`config.mk`:
```
export PLATFORM = sky130hd
export DESIGN_NAME = scalar_kalman_update
export DESIGN_NICKNAME = d
export VERILOG_FILES = /design/src/rtl/kal_pkg.sv /design/src/rtl/kal_div.sv /design/src/rtl/kal_mul.sv /design/src/rtl/scalar_kalman_update.sv
export SDC_FILE = /design/constraint.sdc
export NUM_CORES = 1
export LEC_CHECK = 0
export BUFFER_PORTS_ARGS = -buffer_cell sky130_fd_sc_hd__buf_2
export CAP_MARGIN = 20
export CORE_MARGIN = 2
export CORE_UTILIZATION = 30
export CTS_CLUSTER_DIAMETER = 40
export DETAILED_ROUTE_END_ITERATION = 10
export MAX_ROUTING_LAYER = met4
export PLACE_DENSITY = 0.45
export SLEW_MARGIN = 25
export SYNTH_ARGS = -nofsm -noshare
export SYNTH_HDL_FRONTEND = slang
export SYNTH_HIERARCHICAL = 1
export SYNTH_SLANG_ARGS = --single-unit
```
`constraint.sdc`:
```
create_clock -name i_clk -period 4.2 [get_ports i_clk]
set_input_delay 0.63 -clock i_clk [delete_from_list [all_inputs] [get_ports i_clk]]
set_output_delay 0.63 -clock i_clk [all_outputs]
set_load 0.01 [all_outputs]
```
`src/rtl/kal_pkg.sv`:
```
// Package for the scalar Kalman update block: field widths, fixed-point
// constants, the beat types of both channels and the control state type.
// No dependencies.
`default_nettype none

package kal_pkg;

    // Field widths. These settle the widths of the beat fields.
    localparam int SAMPLE_W  = 16;
    localparam int GAIN_FRAC = 16;
    localparam int GAIN_W    = GAIN_FRAC + 1;
    localparam int VAR_W     = 32;

    // One point zero in Q1.GAIN_FRAC.
    localparam logic [GAIN_W-1:0] GAIN_ONE   = {1'b1, {GAIN_FRAC{1'b0}}};
    // Predicted variance after reset: one point zero in Q16.16.
    localparam logic [VAR_W-1:0]  PVAR_RESET = {{(VAR_W-17){1'b0}}, 1'b1, 16'h0000};

    typedef struct packed {
        logic signed [SAMPLE_W-1:0] sample;
        logic [VAR_W-1:0]           meas_variance;
        logic [VAR_W-1:0]           proc_variance;
    } t_in_beat;

    typedef struct packed {
        logic signed [SAMPLE_W-1:0] estimate;
        logic [GAIN_W-1:0]          gain;
        logic [VAR_W-1:0]           est_variance;
    } t_out_beat;

    typedef enum logic [1:0] {
        ST_IDLE,
        ST_DIV,
        ST_MUL,
        ST_FIN
    } t_state;

endpackage

`default_nettype wire

```
`src/rtl/kal_div.sv`:
```
// Restoring divider for the Kalman gain, one quotient bit per cycle.
// Depends on kal_pkg for the variance and gain widths.
`default_nettype none

module kal_div (
    input  wire                          i_clk,
    input  wire                          i_rst_n,
    input  wire                          i_start,
    input  wire [kal_pkg::VAR_W-1:0]     i_num,
    input  wire [kal_pkg::VAR_W:0]       i_den,
    output logic [kal_pkg::GAIN_W-1:0]   o_quo,
    output logic                         o_done
);
    import kal_pkg::*;

    localparam int CNT_W = $clog2(GAIN_W);

    logic             r_busy;
    logic             r_first;
    logic             r_done;
    logic [CNT_W-1:0] r_cnt;
    logic [VAR_W:0]   r_rem;
    logic [VAR_W:0]   r_den;
    logic [GAIN_W-1:0] r_quo;

    logic [VAR_W+1:0] w_trial;
    logic [VAR_W+1:0] w_diff;
    logic             w_ge;

    // The numerator never exceeds the denominator, so the first step takes
    // the remainder as it is and every later step doubles it.
    always_comb begin
        w_trial = r_first ? {1'b0, r_rem} : {r_rem, 1'b0};
        w_ge    = (w_trial >= {1'b0, r_den});
        w_diff  = w_trial - {1'b0, r_den};
    end

    always_ff @(posedge i_clk) begin
        if (!i_rst_n) begin
            r_busy  <= 1'b0;
            r_first <= 1'b0;
            r_done  <= 1'b0;
            r_cnt   <= '0;
        end else begin
            r_done <= 1'b0;
            if (i_start) begin
                r_busy  <= 1'b1;
                r_first <= 1'b1;
                r_cnt   <= CNT_W'(GAIN_W - 1);
            end else if (r_busy) begin
                r_first <= 1'b0;
                r_cnt   <= r_cnt - 1'b1;
                if (r_cnt == '0) begin
                    r_busy <= 1'b0;
                    r_done <= 1'b1;
                end
            end
        end
    end

    always_ff @(posedge i_clk) begin
        if (i_start) begin
            r_rem <= {1'b0, i_num};
            r_den <= i_den;
            r_quo <= '0;
        end else if (r_busy) begin
            r_rem <= w_ge ? w_diff[VAR_W:0] : w_trial[VAR_W:0];
            r_quo <= {r_quo[GAIN_W-2:0], w_ge};
        end
    end

    assign o_quo  = r_quo;
    assign o_done = r_done;

endmodule

`default_nettype wire

```
`src/rtl/kal_mul.sv`:
```
// Shift-and-add multiplier that consumes one multiplier bit per cycle,
// least significant first. Depends on kal_pkg only through the import.
`default_nettype none

module kal_mul #(
    parameter int A_W = 32,
    parameter int B_W = 17
) (
    input  wire                  i_clk,
    input  wire                  i_rst_n,
    input  wire                  i_start,
    input  wire [A_W-1:0]        i_a,
    input  wire [B_W-1:0]        i_b,
    output logic [A_W+B_W-1:0]   o_prod,
    output logic                 o_done
);
    import kal_pkg::*;

    localparam int CNT_W = (B_W > 1) ? $clog2(B_W) : 1;

    logic             r_busy;
    logic             r_done;
    logic [CNT_W-1:0] r_cnt;
    logic [A_W-1:0]   r_a;
    logic [A_W-1:0]   r_hi;
    logic [B_W-1:0]   r_lo;
    logic [A_W:0]     w_add;

    // The low register holds the unused multiplier bits and collects the
    // low product bits as they drop out of the accumulator.
    assign w_add = {1'b0, r_hi} + (r_lo[0] ? {1'b0, r_a} : {(A_W+1){1'b0}});

    always_ff @(posedge i_clk) begin
        if (!i_rst_n) begin
            r_busy <= 1'b0;
            r_done <= 1'b0;
            r_cnt  <= '0;
        end else begin
            r_done <= 1'b0;
            if (i_start) begin
                r_busy <= 1'b1;
                r_cnt  <= CNT_W'(B_W - 1);
            end else if (r_busy) begin
                r_cnt <= r_cnt - 1'b1;
                if (r_cnt == '0) begin
                    r_busy <= 1'b0;
                    r_done <= 1'b1;
                end
            end
        end
    end

    always_ff @(posedge i_clk) begin
        if (i_start) begin
            r_a  <= i_a;
            r_hi <= '0;
            r_lo <= i_b;
        end else if (r_busy) begin
            r_hi <= w_add[A_W:1];
            r_lo <= {w_add[0], r_lo[B_W-1:1]};
        end
    end

    assign o_prod = {r_hi, r_lo};
    assign o_done = r_done;

endmodule

`default_nettype wire

```
`src/rtl/scalar_kalman_update.sv`:
```
// An accepted input beat runs through the 17-step serial divider for the gain, then
// the two 17-step serial multipliers, then a final step that waits for room in the
// output register, and the block takes no new beat until it is back in idle;
// a new beat is taken while the previous result still waits in the output register.
// Reset (synchronous, active low) clears the estimate to zero and sets the
// predicted variance to one point zero.
`default_nettype none

module scalar_kalman_update (
    input  wire                 i_clk,
    input  wire                 i_rst_n,
    input  wire                 i_in_valid,
    output logic                o_in_ready,
    input  wire kal_pkg::t_in_beat i_in_beat,
    output logic                o_out_valid,
    input  wire                 i_out_ready,
    output kal_pkg::t_out_beat  o_out_beat
);
    import kal_pkg::*;

    localparam int PA_W = VAR_W + GAIN_W;
    localparam int PB_W = SAMPLE_W + 1 + GAIN_W;
    localparam int EW   = SAMPLE_W + 2;

    // Clamp limits of the estimate, held at the width of the raw update sum.
    localparam logic signed [EW-1:0] EST_HI = EW'((2 ** (SAMPLE_W - 1)) - 1);
    localparam logic signed [EW-1:0] EST_LO = ~EST_HI;
    localparam logic [PB_W:0]        RND_HALF = (PB_W + 1)'(1) << (GAIN_FRAC - 1);

    // Filter state.
    t_state                     r_state;
    t_state                     n_state;
    logic signed [SAMPLE_W-1:0] r_pest;
    logic [VAR_W-1:0]           r_pvar;

    // Per-beat working registers.
    logic                       r_zero;
    logic                       r_neg;
    logic [SAMPLE_W:0]          r_mag;
    logic [VAR_W-1:0]           r_q;
    logic [GAIN_W-1:0]          r_gain;
    logic [VAR_W-1:0]           r_var;
    logic [VAR_W-1:0]           r_nvar;
    logic [SAMPLE_W:0]          r_corr;

    // Output register.
    logic                       r_out_valid;
    t_out_beat                  r_out_beat;

    logic                       w_in_fire;
    logic                       w_fin_load;
    logic                       w_out_free;
    logic [VAR_W:0]             w_sum;
    logic signed [SAMPLE_W:0]   w_diff;
    logic [SAMPLE_W:0]          w_mag;
    logic [GAIN_W-1:0]          w_gain;
    logic [GAIN_W-1:0]          w_one_minus;
    logic                       w_div_done;
    logic [GAIN_W-1:0]          w_div_quo;
    logic                       w_mul_done;
    logic                       w_mulb_done;
    logic [PA_W-1:0]            w_prod_a;
    logic [PB_W-1:0]            w_prod_b;
    logic [PB_W:0]              w_rounded;
    logic [VAR_W:0]             w_nvar;
    logic signed [EW-1:0]       w_corr_ext;
    logic signed [EW-1:0]       w_corr_s;
    logic signed [EW-1:0]       w_est_sum;
    logic signed [SAMPLE_W-1:0] w_est;

    assign w_in_fire  = i_in_valid && o_in_ready;
    assign w_out_free = !r_out_valid || i_out_ready;

    // Front end: the gain denominator Vp + R at 33 bits so it never wraps,
    // and the innovation z - x split into sign and magnitude for the
    // unsigned serial multiplier.
    always_comb begin
        w_sum  = {1'b0, r_pvar} + {1'b0, i_in_beat.meas_variance};
        w_diff = $signed({i_in_beat.sample[SAMPLE_W-1], i_in_beat.sample})
               - $signed({r_pest[SAMPLE_W-1], r_pest});
        w_mag  = w_diff[SAMPLE_W] ? (SAMPLE_W + 1)'(-w_diff) : w_diff;
    end

    always_ff @(posedge i_clk) begin
        if (w_in_fire) begin
            r_zero <= (w_sum == '0);
            r_neg  <= w_diff[SAMPLE_W];
            r_mag  <= w_mag;
            r_q    <= i_in_beat.proc_variance;
        end
    end

    // The gain is Vp * 2^GAIN_FRAC / (Vp + R). Since R is never negative the
    // quotient never exceeds one. A zero denominator gives a gain of zero.
    kal_div u_div (
        .i_clk   (i_clk),
        .i_rst_n (i_rst_n),
        .i_start (w_in_fire),
        .i_num   (r_pvar),
        .i_den   (w_sum),
        .o_quo   (w_div_quo),
        .o_done  (w_div_done)
    );

    assign w_gain      = r_zero ? '0 : w_div_quo;
    assign w_one_minus = GAIN_ONE - w_gain;

    always_ff @(posedge i_clk) begin
        if (w_div_done) begin
            r_gain <= w_gain;
        end
    end

    // (1 - G) * Vp for the updated variance.
    kal_mul #(
        .A_W (VAR_W),
        .B_W (GAIN_W)
    ) u_mul_var (
        .i_clk   (i_clk),
        .i_rst_n (i_rst_n),
        .i_start (w_div_done),
        .i_a     (r_pvar),
        .i_b     (w_one_minus),
        .o_prod  (w_prod_a),
        .o_done  (w_mul_done)
    );

    // G * |z - x| for the estimate correction.
    kal_mul #(
        .A_W (SAMPLE_W + 1),
        .B_W (GAIN_W)
    ) u_mul_est (
        .i_clk   (i_clk),
        .i_rst_n (i_rst_n),
        .i_start (w_div_done),
        .i_a     (r_mag),
        .i_b     (w_gain),
        .o_prod  (w_prod_b),
        .o_done  (w_mulb_done)
    );

    // Both multipliers start together and take the same number of steps.
    // The correction rounds half away from zero: it is rounded as a
    // magnitude and the sign is applied afterwards. The next predicted
    // variance saturates at full scale.
    always_comb begin
        w_rounded = {1'b0, w_prod_b} + RND_HALF;
        w_nvar    = {1'b0, w_prod_a[GAIN_FRAC +: VAR_W]} + {1'b0, r_q};
    end

    always_ff @(posedge i_clk) begin
        if (w_mul_done && w_mulb_done) begin
            r_var  <= w_prod_a[GAIN_FRAC +: VAR_W];
            r_nvar <= w_nvar[VAR_W] ? {VAR_W{1'b1}} : w_nvar[VAR_W-1:0];
            r_corr <= w_rounded[GAIN_FRAC +: SAMPLE_W + 1];
        end
    end

    // The new estimate lies between x and z, but it is still clamped to the
    // sample range.
    always_comb begin
        w_corr_ext = $signed({1'b0, r_corr});
        w_corr_s   = r_neg ? -w_corr_ext : w_corr_ext;
        w_est_sum  = $signed({{2{r_pest[SAMPLE_W-1]}}, r_pest}) + w_corr_s;
        if (w_est_sum > EST_HI) begin
            w_est = EST_HI[SAMPLE_W-1:0];
        end else if (w_est_sum < EST_LO) begin
            w_est = EST_LO[SAMPLE_W-1:0];
        end else begin
            w_est = w_est_sum[SAMPLE_W-1:0];
        end
    end

    // Sequencer: idle, gain division, the two multiplies, then the final
    // step that waits for room in the output register.
    always_comb begin
        n_state = r_state;
        unique case (r_state)
            ST_IDLE: begin
                if (w_in_fire) begin
                    n_state = ST_DIV;
                end
            end
            ST_DIV: begin
                if (w_div_done) begin
                    n_state = ST_MUL;
                end
            end
            ST_MUL: begin
                if (w_mul_done) begin
                    n_state = ST_FIN;
                end
            end
            ST_FIN: begin
                if (w_out_free) begin
                    n_state = ST_IDLE;
                end
            end
            default: begin
                n_state = ST_IDLE;
            end
        endcase
    end

    always_comb begin
        o_in_ready = 1'b0;
        w_fin_load = 1'b0;
        unique case (r_state)
            ST_IDLE: o_in_ready = 1'b1;
            ST_FIN:  w_fin_load = w_out_free;
            default: begin
                o_in_ready = 1'b0;
                w_fin_load = 1'b0;
            end
        endcase
    end

    always_ff @(posedge i_clk) begin
        if (!i_rst_n) begin
            r_state     <= ST_IDLE;
            r_pest      <= '0;
            r_pvar      <= PVAR_RESET;
            r_out_valid <= 1'b0;
        end else begin
            r_state <= n_state;
            if (w_fin_load) begin
                r_pest      <= w_est;
                r_pvar      <= r_nvar;
                r_out_valid <= 1'b1;
            end else if (i_out_ready) begin
                r_out_valid <= 1'b0;
            end
        end
    end

    always_ff @(posedge i_clk) begin
        if (w_fin_load) begin
            r_out_beat.estimate     <= w_est;
            r_out_beat.gain         <= r_gain;
            r_out_beat.est_variance <= r_var;
        end
    end

    assign o_out_valid = r_out_valid;
    assign o_out_beat  = r_out_beat;

endmodule

`default_nettype wire

```
# == After elaboration in Yosys (flattened, before gate mapping) ==
# Cells that the tools add are included.
# classes
addsub,14
n_mul,0
n_div,0
magnitude_cmp,3
n_eq_ne,7
shift,0
mux,44
n_bitwise,4
n_reduce_logical,19
# ops
cell,n
$mux W17,6
$mux W32,3
$add A32 B32 Y33,2
$mux W16,3
$ge A34 B33 Y1,1
$mux W34,1
$add A32 B33 Y33,1
$add A33 B16 Y33 const B,1
$logic_not A33 Y1,1
$mux W33,1
$sub A33 B33 Y33,1
$mux W5,6
$add A16 B18 Y18,1
$add A17 B17 Y18,1
$gt A18 B16 Y1 const B,1
$lt A18 B16 Y1 const B,1
$mux W1,18
$mux W18,1
$neg A17 Y18,1
$neg A17 Y17,1
$sub A16 B16 Y17,1
$sub A17 B17 Y17 const A,1
$logic_not A5 Y1,3
$sub A5 B1 Y5 const B,3
other kinds (15),31
# word_totals
ff_bits,502
latchBits,0
mem_bits_rw,0
mem_bits_ro,0
input_bits,84
out_inout_bits,67
elab_cells,130
mem_count,0

# == Longest topological paths before layout ==
# logic_depth
word_depth,6
depth_mapped,17

# == By module ==
# The synthesis kept the hierarchy.
# modules_own_cells
mod,n_inst,cells_each,area_per_inst_um2,seq_area_each_um2
scalar_kalman_update,1,1369,14790.4,7447.1
kal_div,1,619,5964.5,2472.4
kal_mul at u_mul_var,1,506,5072.4,2252.2
kal_mul at u_mul_est,1,303,3130.5,1501.4

# == Worst setup path before layout ==
# OpenSTA, ideal clock, no wires.
# synth_timing
kind,register to register
start,register r_state[0]
end,"register u_div.r_rem[0], enable pin"
setup_time_ns,0.389
arrival_ns,4.028
required_time_ns,3.811
path_slack_ns,-0.218
stages_incl_launch_ff,8
path_buffers,2
cell_sequence,dfxtp_1 inv_1 ha_1 and2_1 inv_1 clkbuf_1 buf_1 nand2_1
# synth_via
elab_chain_len,4
# synth_lines
element,line_no,rtl
start: declaration,scalar_kalman_update.sv:31,t_state r_state;
start signal: assignment,scalar_kalman_update.sv:225,r_state <= n_state;
$logic_not A2 Y1,scalar_kalman_update.sv:208,unique case (r_state)
$mux W1,scalar_kalman_update.sv:208,
net o_in_ready,scalar_kalman_update.sv:13,"output logic o_in_ready,"
$logic_and A1 B1 Y1,scalar_kalman_update.sv:71,assign w_in_fire = i_in_valid && o_in_ready;
net w_in_fire,scalar_kalman_update.sv:50,logic w_in_fire;
$reduce_bool A2 Y1 (no source line),n/a,
end signal: assignment,kal_div.sv:63,"r_rem <= {1'b0, i_num};"
end signal: assignment,kal_div.sv:67,r_rem <= w_ge ? w_diff[VAR_W:0] : w_trial[VAR_W:0];
end: declaration,kal_div.sv:22,logic [VAR_W:0] r_rem;
# The timed path passes the listed nets, and every way through them passes these cells.
# A chain may end at the register's enable or synchronous reset.

# == Worst setup path after layout ==
# layout_timing
start,register r_corr[3]
end,"register r_out_beat, in the netlist o_out_beat[62], data pin"
# layout_via
elab_chain_len,6
word_cells_on_any_way,7
# layout_lines
element,line_no,rtl
start: declaration,scalar_kalman_update.sv:44,logic [SAMPLE_W:0] r_corr;
start signal: assignment,scalar_kalman_update.sv:155,r_corr <= w_rounded[GAIN_FRAC +: SAMPLE_W + 1];
$neg A17 Y18,scalar_kalman_update.sv:163,w_corr_s = r_neg ? -w_corr_ext : w_corr_ext;
$mux W18 *,scalar_kalman_update.sv:163,
$add A16 B18 Y18 *,scalar_kalman_update.sv:164,"w_est_sum = $signed({{2{r_pest[SAMPLE_W-1]}}, r_pest}) + w_corr_s;"
$lt A18 B16 Y1,scalar_kalman_update.sv:167,end else if (w_est_sum < EST_LO) begin
$mux W16,scalar_kalman_update.sv:167,
$mux W16 *,scalar_kalman_update.sv:165,if (w_est_sum > EST_HI) begin
net w_est[13],scalar_kalman_update.sv:69,logic signed [SAMPLE_W-1:0] w_est;
end: declaration,scalar_kalman_update.sv:48,t_out_beat r_out_beat;
# Mark *: on every way through the listed nets, which the timed path passes. The rest lies on a longest branch.

==> results.cfg <==
[global_route]
track_usage_pct = 17.1
globalRouteOverflowTotal = 0
grt_first_pass_wirelength_um = 128000
antenna_found_initial = 0
grt_start_max_net_pins = 59
via_count_of_the_first_global_routing_pass = 22400

[logic_synthesis]
yosysSeqAreaShare_pct = 47.2
postSynthCellCount = 2797
syn_avg_cell_area_um2 = 10.4
syn_nets = 3081
synth_largest_type_area_fraction_pct = 37.5
synth_flop_cell = sky130_fd_sc_hd__edfxtp_1
synth_area_um2 = 29000
synth_cell_types = 97
netlist_top_cells_area = sky130_fd_sc_hd__edfxtp_1 38%, sky130_fd_sc_hd__dfxtp_1 9.7%, sky130_fd_sc_hd__ha_1 8.3%
async_flop_share_pct = 0
synth_warnings = 6
synth-edff-count = 362
postSynthRegisterBits = 502
area_leader_netlist = sky130_fd_sc_hd__edfxtp_1

[detailed_routing]
vias_per_cell = 5.05
drt-pass1-iter-count = 5
wl_per_cell_um = 19.0
drt-initial-drc-count = 1342
route.final.wire_length_um = 82500
vias = 22000
remaining_drc_errors = 0
postRouteAntennaNets = 0

[clocking]
clock_sinks = 502
cts-root-buf = sky130_fd_sc_hd__clkbuf_16
numCtsBuffers = 95
cts.htree.levels = 3
insertion_delay_ns = 0.68
cts-resized-gates = 0
postCtsSetupRepairBufs = 0
cts_tree = yes
clkTransAtPathRegs_ns = 0.06
clk_path_buf_depth = 3
postCtsHoldBufs = 0

[place]
count_of_buffers_inserted_at_the_top_level_ports = 150
post-place-ws_ns = -0.0434
dp_hpwl_um = 61700
placed_cells_incl_taps = 4166
gp_congestion = 0.870

[final_layout]
finished_core_util_pct = 36.5
n_antenna_cell = 0
layout_common_cells = 362 x sky130_fd_sc_hd__edfxtp_1, 288 x sky130_fd_sc_hd__nand2_1, 193 x sky130_fd_sc_hd__ha_1
drive_above_1_share_pct = 16.6
layout.cells.most_common = sky130_fd_sc_hd__edfxtp_1
syn_to_final_growth_pct = 20.2
finish.net_count = 3282
final_cells = 4346

[setup_path]
worstPathCellList = nor3_2, nor3b_2, nand3_1, o21ai_0, xnor2_1, ha_1, and3_1, o2111ai_1, a31oi_1, o41ai_2, or2_2, a21o_1, nand2_1, nand2_1
worstSetupPathType = flip-flop to flip-flop
worst-endpoint-arrival_ns = 4.33
crit_path_max_incr_delay_ns = 0.44
crit_path_start_kind = flip-flop
crit_required_ns = 4.59
crit_path_end_kind = flip-flop
timing.critical_path.max_delay_family = simple AND/OR/NAND/NOR gates
peak_fanout_along_the_critical_path = 11
path_common_cell = sky130_fd_sc_hd__nand2_1
cp_num_buf_inv = 0
crit_path_top_delay_cell = sky130_fd_sc_hd__edfxtp_1

[floorplanning]
fp.dieArea_um2 = 99000
die_x_um = 315
die_y_um = 315
floorplan.rows = 113
fp.coreArea_um2 = 95300
initial_utilization_pct = 30.4
pin_count = 151

[run]
max_cap_viol_count = 0

[sta]
relSlewSlack_pct = 39.9
max_slew.worst_pin.slew_ns = 0.899
clock-skew-final_ns = 0.0330
finalHoldViolations = 0
finalSetupViolCount = 0
timing.final.ws_setup_ns = 0.256
post-route-period-util_pct = 93.9
fmax_mhz = 254
period_needed_ns = 3.94
maxSlewViolCount = 0

[hold_path]
hp-class = input pin to flip-flop

[power_and_ir_drop]
post-layout-total-power_mw = 25.8
power_density_nw_per_um2 = 741
p_leak_nw = 13.7
vdd_ir_drop_max_mv = 0.370

[outcome]
status = finished clean
==> power breakdown <==
group / internal (mW) / switching, mW
logic: 4.16 / 6.07
registers: 6.72 / 0.675
clock network: 5.16 / 2.97
total: 16.1 / 9.72
==> cell usage after synthesis (all sizes together), types with 7 or more instances <==
cell and n:
edfxtp 362, nand2 288, a21oi 193, ha 193, nor2 184, o21ai 154
dfxtp 140, xnor2 129, inv 121, a21o 73, mux2 66, xor2 65
clkbuf 61, and2 60, nor3 53, nand3 47, nor2b 43, o21a 42
mux2i 40, nand4 38, buf 37, a21boi 35, a211oi 31, a31oi 28
nand2b 27, and3 26, o31ai 25, or3 22, nor4 21, o211ai 19
or2 18, o21bai 16, a31o 10, a32o 8, and4 8, o31a 8
or4 8, a211o 7, fa 7
==> flip-flops by register name, indices dropped and copies added, names as in the netlist, 32 cells and up <==
name / cells
o_out_beat: 65
r_nvar: 32
r_pvar: 32
r_q: 32
r_var: 32
u_div/r_den: 33
u_div/r_rem: 33
u_mul_var/r_a: 32
u_mul_var/r_hi: 32
==> stage by stage <==
stage | TNS (ns) | area, um^2 | hold slack (ns)
floorplan | 0 | 29000 | 0.400
global placement | 0 | 31300 | 0.405
detailed placement | -0.0434 | 31300 | 0.405
CTS | 0 | 34800 | 0.0729
global route | -0.00850 | 34800 | 0.0847
finish | 0 | 34800 | 0.128
==> metal layers <==
| metal | part of all wire [%] | global-route usage (%) | vias to the layer above |
|---|---|---|---|
| met4 | 2.2 | 4.58 | 0 |
| met2 | 49 | 29.0 | 416 |
| li1 | - | - | 10800 |
| met3 | 4.2 | 3.08 | 122 |
| met5 | 0 | - | - |
| met1 | 44 | 20.8 | 10700 |
==> worst paths after layout <==
path              cells after the start         start              to  slack, ns
setup / recovery                     14     r_corr[3]  o_out_beat[62]       0.26
hold / removal                        1  i_in_beat[1]          r_q[1]       0.13
setup reg to reg                     14     r_corr[3]  o_out_beat[62]       0.26
hold reg to reg                       0     r_var[16]  o_out_beat[16]       0.41
==> final cells by class <==
class | instances | area [um^2]
Inverter | 122 | 460
Sequential cell | 502 | 13700
Multi-Input combinational cell | 2075 | 14400
Tap cell | 1265 | 1580
Timing Repair Buffer | 202 | 1200
Clock inverter | 80 | 1060
Clock buffer | 100 | 2400
Fill cell | 9578 | 60500
==> cells by family after synthesis <==
logic type               after synthesis  synth area share [%]
flip-flops                           502                  47.2
multiplexers                         106                  3.96
adder cells (fa/ha/maj)              200                  8.82
XOR/XNOR                             194                  5.89
AND/OR/NAND/NOR                      866                  14.7
AO/OA/AOI/OAI                        709                  16.3
buffers and inverters                220                  3.12
(Power assumes the default switching activity.)
